`config.mk`:
```
export PLATFORM = sky130hd
export DESIGN_NAME = terminal_line_assembler
export DESIGN_NICKNAME = d
export VERILOG_FILES = /design/src/design/tla_pkg.sv /design/src/design/terminal_line_assembler.sv /design/src/design/tla_ctrl.sv /design/src/design/tla_datapath.sv
export SDC_FILE = /design/constraint.sdc
export NUM_CORES = 1
export LEC_CHECK = 0
export ABC_CLOCK_PERIOD_IN_PS = 4970
export BUFFER_PORTS_ARGS = -buffer_cell sky130_fd_sc_hd__buf_2
export CORE_MARGIN = 2
export CORE_UTILIZATION = 35
export CTS_CLUSTER_DIAMETER = 60
export DETAILED_ROUTE_END_ITERATION = 6
export PLACE_DENSITY = 0.56
export SLEW_MARGIN = 30
export SYNTH_ARGS = -nofsm -noshare
export SYNTH_HDL_FRONTEND = slang
export SYNTH_HIERARCHICAL = 1
export SYNTH_SLANG_ARGS = --single-unit
export TNS_END_PERCENT = 5
```
`constraint.sdc`:
```
create_clock -name clk -period 4.97 [get_ports clk]
set_input_delay 0.497 -clock clk [delete_from_list [all_inputs] [get_ports clk]]
set_output_delay 0.497 -clock clk [all_outputs]
set_load 0.05 [all_outputs]
```
`src/design/tla_pkg.sv`:
```
// tla_pkg: shared types and constants of the terminal line assembler
// used by tla_ctrl, tla_datapath and terminal_line_assembler; no dependencies
`timescale 1ns / 1ps

package tla_pkg;

    localparam int LEN_CMP_W   = 9;
    localparam int CHUNK_W     = 64;
    localparam int COUNT_W     = 4;
    localparam int COL_W       = 7;
    localparam int TDATA_OUT_W = 72;

    localparam logic [COL_W-1:0]   END_COUNT   = 7'd80;
    localparam logic [COUNT_W-1:0] CHUNK_MAX   = 4'd8;
    localparam logic [7:0]         PARITY_MASK = 8'h7F;
    localparam logic [7:0]         CH_CR       = 8'h0D;
    localparam logic [7:0]         CH_ESC      = 8'h1B;
    localparam logic [7:0]         CH_SPACE    = 8'h20;
    localparam logic [7:0]         CH_SEMI     = 8'h3B;
    localparam logic [7:0]         CH_A        = 8'h41;
    localparam logic [7:0]         PRINT_LO    = 8'h20;
    localparam logic [7:0]         PRINT_HI    = 8'h7E;

    typedef enum logic [1:0] {
        ESC_NONE  = 2'd0,
        ESC_SKIP1 = 2'd1,
        ESC_SKIP2 = 2'd2
    } esc_phase_t;

    typedef enum logic [1:0] {
        ST_IDLE,
        ST_FETCH,
        ST_PACK,
        ST_FLUSH
    } state_t;

    typedef struct packed {
        logic accept;
        logic fetch;
        logic pack;
        logic flush;
    } cmd_t;

    typedef struct packed {
        logic emit_req;
        logic chunk_stop;
        logic line_done;
        logic out_free;
    } status_t;

endpackage

```
`src/design/terminal_line_assembler.sv`:
```
// terminal_line_assembler: top level joining controller and datapath
// depends on tla_pkg, tla_ctrl and tla_datapath
`timescale 1ns / 1ps

// usage
//   slave side takes one received byte per word on s_tdata; master side gives
//   line chunks of up to eight characters, m_tlast on the final chunk of a line
//   cfg_wr_en / cfg_wr_data set parity stripping (reset value 1); write only
//   while idle
// intake and readout
//   a byte that does not end a line is taken in idle; s_tready stays high
//   a byte that ends a non-blank line starts a readout of the line store:
//   per chunk a fetch, a pack step for each stored character and an output
//   load, paced by the single read port of the line store
// reset
//   clears line length, column and escape state; the line store holds no
//   reset value and needs no clearing pass
// stall
//   a chunk waits in the output register; readout pauses until it is taken

module terminal_line_assembler
    import tla_pkg::*;
#(
    parameter int LINE_LIMIT = 80
)
(
    input  logic                   clk,
    input  logic                   rst_n,
    input  logic                   s_tvalid,
    output logic                   s_tready,
    input  logic [7:0]             s_tdata,    // [7:0] rx_byte
    output logic                   m_tvalid,
    input  logic                   m_tready,
    output logic [TDATA_OUT_W-1:0] m_tdata,    // [63:0] line_chunk, [67:64] chunk_bytes
    output logic                   m_tlast,
    input  logic                   cfg_wr_en,
    input  logic                   cfg_wr_data
);

    cmd_t               cmd;
    status_t            status;
    logic [CHUNK_W-1:0] line_chunk;
    logic [COUNT_W-1:0] chunk_bytes;

    tla_ctrl u_ctrl (
        .clk      (clk),
        .rst_n    (rst_n),
        .s_tvalid (s_tvalid),
        .s_tready (s_tready),
        .status   (status),
        .cmd      (cmd)
    );

    tla_datapath #(
        .LINE_LIMIT (LINE_LIMIT)
    ) u_datapath (
        .clk         (clk),
        .rst_n       (rst_n),
        .rx_byte     (s_tdata),
        .cfg_wr_en   (cfg_wr_en),
        .cfg_wr_data (cfg_wr_data),
        .cmd         (cmd),
        .status      (status),
        .out_ready   (m_tready),
        .out_valid   (m_tvalid),
        .line_chunk  (line_chunk),
        .chunk_bytes (chunk_bytes),
        .line_last   (m_tlast)
    );

    assign m_tdata = {{(TDATA_OUT_W - CHUNK_W - COUNT_W){1'b0}}, chunk_bytes, line_chunk};

endmodule

```
`src/design/tla_ctrl.sv`:
```
// tla_ctrl: controller of the terminal line assembler
// sequences word intake and line readout; depends on tla_pkg
`timescale 1ns / 1ps

module tla_ctrl
    import tla_pkg::*;
(
    input  logic    clk,
    input  logic    rst_n,
    input  logic    s_tvalid,
    output logic    s_tready,
    input  status_t status,
    output cmd_t    cmd
);

    state_t state_reg;
    state_t state_next;

    always_ff @(posedge clk or negedge rst_n)
    begin
        if (!rst_n)
        begin
            state_reg <= ST_IDLE;
        end
        else
        begin
            state_reg <= state_next;
        end
    end

    always_comb
    begin
        state_next = state_reg;
        case (state_reg)
            ST_IDLE:
            begin
                if (s_tvalid && status.emit_req)
                begin
                    state_next = ST_FETCH;
                end
            end
            ST_FETCH:
            begin
                state_next = ST_PACK;
            end
            ST_PACK:
            begin
                if (status.chunk_stop)
                begin
                    state_next = ST_FLUSH;
                end
            end
            ST_FLUSH:
            begin
                if (status.out_free)
                begin
                    state_next = status.line_done ? ST_IDLE : ST_FETCH;
                end
            end
            default:
            begin
                state_next = ST_IDLE;
            end
        endcase
    end

    always_comb
    begin
        cmd      = '0;
        s_tready = 1'b0;
        case (state_reg)
            ST_IDLE:
            begin
                s_tready   = 1'b1;
                cmd.accept = s_tvalid;
            end
            ST_FETCH:
            begin
                cmd.fetch = 1'b1;
            end
            ST_PACK:
            begin
                cmd.pack = 1'b1;
            end
            ST_FLUSH:
            begin
                cmd.flush = 1'b1;
            end
            default:
            begin
                cmd = '0;
            end
        endcase
    end

endmodule

```
`src/design/tla_datapath.sv`:
```
// tla_datapath: line state, line store memory, chunk packer and output register
// driven by tla_ctrl commands; depends on tla_pkg
`timescale 1ns / 1ps

module tla_datapath
    import tla_pkg::*;
#(
    parameter int LINE_LIMIT = 80
)
(
    input  logic               clk,
    input  logic               rst_n,
    input  logic [7:0]         rx_byte,
    input  logic               cfg_wr_en,
    input  logic               cfg_wr_data,
    input  cmd_t               cmd,
    output status_t            status,
    input  logic               out_ready,
    output logic               out_valid,
    output logic [CHUNK_W-1:0] line_chunk,
    output logic [COUNT_W-1:0] chunk_bytes,
    output logic               line_last
);

    localparam int LEN_W  = $clog2(LINE_LIMIT + 1);
    localparam int ADDR_W = $clog2(LINE_LIMIT);

    logic [7:0] line_store [LINE_LIMIT];
    logic [7:0] rd_data_reg;

    logic               strip_reg;
    logic [LEN_W-1:0]   len_reg,      len_next;
    logic [LEN_W-1:0]   trim_reg,     trim_next;
    logic [COL_W-1:0]   col_reg,      col_next;
    esc_phase_t         phase_reg,    phase_next;
    logic [LEN_W-1:0]   emit_len_reg, emit_len_next;
    logic [LEN_W-1:0]   ptr_reg,      ptr_next;
    logic [COUNT_W-1:0] cnt_reg,      cnt_next;
    logic [CHUNK_W-1:0] chunk_reg,    chunk_next;

    logic               out_valid_reg, out_valid_next;
    logic [CHUNK_W-1:0] out_chunk_reg;
    logic [COUNT_W-1:0] out_bytes_reg;
    logic               out_last_reg;

    logic [7:0]       b;
    logic             in_escape;
    logic             printable;
    logic             store_ok;
    logic [LEN_W-1:0] len_upd;
    logic [LEN_W-1:0] trim_upd;
    logic [COL_W-1:0] col_upd;
    logic [COL_W-1:0] col_cand;
    logic [LEN_W-1:0] end_trim;
    logic             line_end;
    logic             wr_en;
    logic             rd_issue;
    logic             out_load;

    // byte classification and line bookkeeping
    always_comb
    begin
        b         = strip_reg ? (rx_byte & PARITY_MASK) : rx_byte;
        in_escape = (phase_reg != ESC_NONE);
        printable = (b inside {[PRINT_LO:PRINT_HI]}) && (b != CH_SEMI);
        store_ok  = (len_reg < LEN_W'(LINE_LIMIT));
        len_upd   = store_ok ? len_reg + 1'b1 : len_reg;
        trim_upd  = (store_ok && (b != CH_SPACE)) ? len_reg + 1'b1 : trim_reg;
        col_upd   = col_reg + 1'b1;
        col_cand  = printable ? col_upd : col_reg;
        end_trim  = printable ? trim_upd : trim_reg;
        line_end  = !in_escape && (!printable || (col_upd >= END_COUNT)
                    || (LEN_CMP_W'(len_upd) >= LEN_CMP_W'(END_COUNT)));
        wr_en     = cmd.accept && !in_escape && printable && store_ok;
    end

    assign status.emit_req   = line_end && (end_trim != '0);
    assign status.line_done  = (ptr_reg == emit_len_reg);
    assign status.chunk_stop = (cnt_reg == CHUNK_MAX - 1'b1) || (ptr_reg == emit_len_reg);
    assign status.out_free   = !out_valid_reg || out_ready;

    assign rd_issue = cmd.fetch || (cmd.pack && !status.chunk_stop);
    assign out_load = cmd.flush && status.out_free;

    always_comb
    begin
        len_next       = len_reg;
        trim_next      = trim_reg;
        col_next       = col_reg;
        phase_next     = phase_reg;
        emit_len_next  = emit_len_reg;
        ptr_next       = ptr_reg;
        cnt_next       = cnt_reg;
        chunk_next     = chunk_reg;
        out_valid_next = out_valid_reg;

        if (out_ready)
        begin
            out_valid_next = 1'b0;
        end

        if (cmd.accept)
        begin
            if (in_escape)
            begin
                phase_next = ((phase_reg == ESC_SKIP1) && (b == CH_A)) ? ESC_SKIP2 : ESC_NONE;
            end
            else
            begin
                if (printable)
                begin
                    len_next  = len_upd;
                    trim_next = trim_upd;
                    col_next  = col_upd;
                end
                if (line_end)
                begin
                    len_next      = '0;
                    trim_next     = '0;
                    emit_len_next = end_trim;
                    ptr_next      = '0;
                    cnt_next      = '0;
                    chunk_next    = '0;
                    if ((b == CH_CR) || (col_cand >= END_COUNT))
                    begin
                        col_next = '0;
                    end
                    if (b == CH_ESC)
                    begin
                        phase_next = ESC_SKIP1;
                    end
                end
            end
        end

        if (rd_issue)
        begin
            ptr_next = ptr_reg + 1'b1;
        end

        if (cmd.pack)
        begin
            chunk_next[{cnt_reg[2:0], 3'b000} +: 8] = rd_data_reg;
            cnt_next = cnt_reg + 1'b1;
        end

        if (out_load)
        begin
            out_valid_next = 1'b1;
            chunk_next     = '0;
            cnt_next       = '0;
        end
    end

    always_ff @(posedge clk or negedge rst_n)
    begin
        if (!rst_n)
        begin
            strip_reg     <= 1'b1;
            len_reg       <= '0;
            trim_reg      <= '0;
            col_reg       <= '0;
            phase_reg     <= ESC_NONE;
            emit_len_reg  <= '0;
            ptr_reg       <= '0;
            cnt_reg       <= '0;
            out_valid_reg <= 1'b0;
        end
        else
        begin
            if (cfg_wr_en)
            begin
                strip_reg <= cfg_wr_data;
            end
            len_reg       <= len_next;
            trim_reg      <= trim_next;
            col_reg       <= col_next;
            phase_reg     <= phase_next;
            emit_len_reg  <= emit_len_next;
            ptr_reg       <= ptr_next;
            cnt_reg       <= cnt_next;
            out_valid_reg <= out_valid_next;
        end
    end

    // payload registers
    always_ff @(posedge clk)
    begin
        chunk_reg <= chunk_next;
        if (out_load)
        begin
            out_chunk_reg <= chunk_reg;
            out_bytes_reg <= cnt_reg;
            out_last_reg  <= status.line_done;
        end
    end

    // line store, one write and one registered read port
    always_ff @(posedge clk)
    begin
        if (wr_en)
        begin
            line_store[len_reg[ADDR_W-1:0]] <= b;
        end
        if (rd_issue)
        begin
            rd_data_reg <= line_store[ptr_reg[ADDR_W-1:0]];
        end
    end

    assign out_valid   = out_valid_reg;
    assign line_chunk  = out_chunk_reg;
    assign chunk_bytes = out_bytes_reg;
    assign line_last   = out_last_reg;

    a_trim_within_len: assert property (@(posedge clk) disable iff (!rst_n)
        trim_reg <= len_reg)
        else $error("trimmed length beyond line length");

    a_col_below_end: assert property (@(posedge clk) disable iff (!rst_n)
        col_reg < END_COUNT)
        else $error("column count reached end without reset");

    a_ptr_within_line: assert property (@(posedge clk) disable iff (!rst_n)
        cmd.pack |-> (ptr_reg <= emit_len_reg) && (cnt_reg < CHUNK_MAX))
        else $error("readout pointer or chunk count out of range");

    a_load_nonempty: assert property (@(posedge clk) disable iff (!rst_n)
        out_load |=> out_valid_reg && (out_bytes_reg != '0))
        else $error("empty chunk loaded into output");

endmodule
```
# Yosys cells after proc, flatten, opt, wreduce, memory -nomap -nowiden
# Memories as Yosys holds them, arrays and structs flattened. A register that Yosys moved wholly into a read port is not among the register bits.
# Index checks and enable logic that the tools add are counted.
# word_totals
elab_cells,127
regBits,178
n_memories,1
in_bits,14
mem_bits_ro,0
output_inout_bits,75
latch_bits,0
mem_bits_rw,640
# op_classes
n_mux,42
multipliers,0
n_div,0
n_lt_le_gt_ge,6
reduce_logical,40
n_eq_ne,16
bitwise,1
shifts,2
addsub,5
# mem_list
memory,depth,width,rd,rd_ports_with_merged_regs,write_ports,line,text
u_datapath.line_store,80,8,1,1,1,tla_datapath.sv:28,logic [7:0] line_store [LINE_LIMIT];
# ops
cell,n
$mux 64,4
$mux 7,13
$bwmux 64,1
$shift 8x8->64 const A,1
$shiftx 8x8->64,1
$add 7x1->7 const B,3
$ge 7x7->1 const B,3
$mux 4,5
$reduce_and 3->1,6
$ne 8x6->1 const B,2
$mux 2,7
$reduce_bool 2->1,7
$logic_and 1x1->1,12
$mux 1,10
$eq 8x4->1 const B,1
$eq 8x5->1 const B,1
$eq 8x7->1 const B,1
$ge 8x6->1 const B,1
$le 8x7->1 const B,1
$mux 8,1
$neg 6->8,1
$pmux 2 s4,1
$eq 7x7->1,1
$lt 7x7->1 const B,1
other kinds (14),27

# Longest topological paths before layout
# logic_depth
depth_word,13
mapped_depth,11
ltp_nobuf,10

# Hierarchy
# Netlist, hierarchy kept.
# modules_own_cells
mod,area_each_um2,instances,cells_each,seq_area_each_um2
tla_datapath,31706.7,1,1702,23889.2
tla_ctrl,186.4,1,19,50.0
terminal_line_assembler,33.8,1,5,0.0

# Least setup slack after synthesis
# Ideal clock, no wire load.
# synth_path
path_kind,input to register
from,input s_tdata[7]
to,register u_ctrl.state_reg[0]
stages,10
t_arrival_ps,4506
setup_slack_ps,340
required_ps,4845
setup_time_ps,125
path_buffers,1
path_cell_list,nor2b_1 nor2_1 a31o_2 or2_2 buf_2 nand3_1 o2111a_1 nand2_1 a222oi_1 mux2_2
# synth_lines
element,line,text
start: declaration,terminal_line_assembler.sv:31,"input logic [7:0] s_tdata,"
end signal: assignment,tla_ctrl.sv:27,state_reg <= state_next;
end: declaration,tla_ctrl.sv:16,state_t state_reg;

==> results.toml <==
[status]
run_status = "complete, but fails checks"
violations = "design-rule violations"

[logic_synthesis]
ys_ff_latch = 826
ys_warn_count = 6
netlist_area_um2 = 31900
synth_top_cell_by_area = "edfxtp_1"
synthCells = 1726
synth-seq-area-share_pct = 75.0
async_flop_share_pct = 5.45
synth_cell_types = 66
synthFlopType = "edfxtp_1"
synth.top_cells.by_area = "edfxtp_1, mux4_2, dfxtp_1"
synth_edf_count = 717
synth_area_per_cell_um2 = 18.5
synth_top_area_share_pct = 67.4

[clock_network]
h-tree-depth = 3
clk_latency_ps = 670
cts.sinks = 826
cts-buffers-inserted = 89
cts_tree = "built"
cts.clk_slew.worst_paths_ps = 60
cts_root_buf = "clkbuf_16"
post_cts_buffers = 0
clockBufferDepth = 3

[timing]
setup_tns_ps = 0
worst_slack_ps = 989
finalHoldViolations = 0
relSlewSlack_pct = 32.6
period_share_pct = 80.1
drv_slew = 0
period_needed_ps = 3980
worst_slew_pin_slew_ps = 1010
timing.fmax_ghz = 0.251
setup_viol = 0
rsz0062_at_grt = "no"
fin_skew_ps = 44.4

[final_layout]
fill_cells = 7935
final_cell_mix = "edfxtp_1, mux4_2, nor2_1"
area_growth_pct = 15.1
fin_nets = 1868
layout_commonest_cell = "edfxtp_1"
largest_reg_flops = 640
fin_util_pct = 40.8
drive_above_1_share_pct = 23.9

[global_routing]
grt_max_degree = 83
antenna_found_initial = 0
overflow = 0
grt_usage_pct = 16.0
grt_pass1_wl_um = 112000
grt_pass1_vias = 16873

[setup_path]
end_kind = "flop"
cp.arrival_ps = 4240
r2r_cells = 9
cp-start-kind = "flop"
reg2reg_to = "u_datapath/line_store[19][0]$_DFFE_PP_"
critPathMaxFanout = 12
required_ps = 5230
rr_startpoint = "u_ctrl/state_reg[0]$_DFFE_PN0P_"
worstSetupPathType = "reg -> reg"
regToRegSetupSlack_ps = 990

[detailed_routing]
drt_wl_total_um = 76000
via_per_inst = 5.42
drc_errors = 1
drt_iter0_drc = 1646
wl_per_cell_um = 24.6
via_count = 16749
drt_pass1_iterations = 7
antenna_left = 0

[floorplan]
rows = 110
initial_core_util_pct = 35.4
dieArea_um2 = 93700
ios = 89
die_h_um = 306
core_area_um2 = 90100
die_w_um = 306

[hold_path]
hold_path.class = "in -> reg"
holdPathEnd = "u_datapath/strip_reg$_DFFE_PN1P_"
hold_path_startpoint = "cfg_wr_data"
whs_path_depth = 2

[place]
gp_congestion = 0.873
dpl.hpwl_um = 47700
place_ws_ps = 1090
port_buffers = 84

[power]
p_leak_nw = 11.8
powerDensity_nw_per_um2 = 554
vdd_drop_max_v = 0.000345

[run]
drv_cap = 0
## layout make-up
cell class	count	area [um2]	share of cell area, %
Inverter	22	82.6	0.225
Tap cell	1176	1470	4.00
Multi-Input combinational cell	781	7470	20.3
Antenna cell	1	2.50	0.00681
Clock inverter	49	624	1.70
Sequential cell	826	23900	65.1
Timing Repair Buffer	123	781	2.12
Clock buffer	114	2380	6.48
## critical path, cell delays in order, from the launching register on
cell and delay [ps]:
dfrtp_1 440, inv_1 140, ha_1 200, and2_1 290, nand2_1 390, nor3_2 270, buf_4 200, and3_1 220
nand2_1 570, nor2_1 860
## through the flow
stage | instances | cell area [um2] | hold slack, ps | power, mW
final | 3092 | 36800 | 104 | 20.4
after detailed placement | 2927 | 33700 | 415 | 13.9
after global placement | 2925 | 33700 | 414 | 13.9
after CTS | 3091 | 36700 | 76.6 | 20.6
after global routing | 3091 | 36800 | 88.6 | 21.2
after floorplan | 1729 | 31900 | 201 | 12.3
## Yosys cell counts (7+ instances only)
master and n:
nor2b_1 16, o21ai_0 25, a221oi_1 16, o221ai_1 16
inv_1 21, a31oi_1 9, mux2i_1 10, and3_1 8
o22ai_1 73, a22oi_1 17, nand3_1 100, dfxtp_1 64
mux4_2 168, buf_2 27, ha_1 11, a22o_1 16
xor2_1 11, nor3_1 11, nor2_1 117, dfrtp_1 44
a21oi_1 20, nand2_1 56, buf_1 7, edfxtp_1 717
clkbuf_1 55
## cell families (layout without fill, tap and decap cells)
kind of cell               count (synthesis)  count (layout)  synth area share, %
buffers and inverters                    122             308                 1.73
muxes                                    189             189                 12.6
DFF                                      826             826                 75.0
and+or+nand+nor                          343             343                 5.06
AOI/OAI and AO/OA                        217             217                 4.77
adders and majority gates                 11              11                0.431
other                                      1               5               0.0117
xor gates and xnor gates                  17              17                0.466
## metal layers
layer,up-vias,routed length [um],global-route usage (%)
met4,0,1770,4.62
met1,8765,33300,22.6
met3,112,4910,2.92
met5,-,0,0
li1,7264,-,-
met2,608,36100,25.5
## report_power, final
| part | switching [mW] | total (mW) | internal, mW |
|---|---|---|---|
| Clock | 2.81 | 6.60 | 3.79 |
| Sequential | 0.442 | 8.52 | 8.08 |
| Combinational | 3.27 | 5.25 | 1.98 |
| Total | 6.52 | 20.4 | 13.9 |
## worst max path at each step
stage / startpoint / end / cells after the start
CTS: u_ctrl/state_reg[0]$_DFFE_PN0P_ / u_datapath/line_store[74][3]$_DFFE_PP_ / 9
global placement: s_tdata[3] / u_ctrl/state_reg[1]$_DFFE_PN0P_ / 9
global route: u_ctrl/state_reg[0]$_DFFE_PN0P_ / u_datapath/line_store[19][0]$_DFFE_PP_ / 9
detailed placement: u_ctrl/state_reg[0]$_DFFE_PN0P_ / u_datapath/line_store[34][1]$_DFFE_PP_ / 9
finish: u_ctrl/state_reg[0]$_DFFE_PN0P_ / u_datapath/line_store[19][0]$_DFFE_PP_ / 9
floorplan: s_tdata[7] / u_ctrl/state_reg[0]$_DFFE_PN0P_ / 10
## repair_timing
action,4_1_cts,5_1_grt
endpoints found under the hold margin,43,0
hold buffers,1,0
gates resized for setup,0,0
Note: power is estimated with default switching activity, not from simulation.
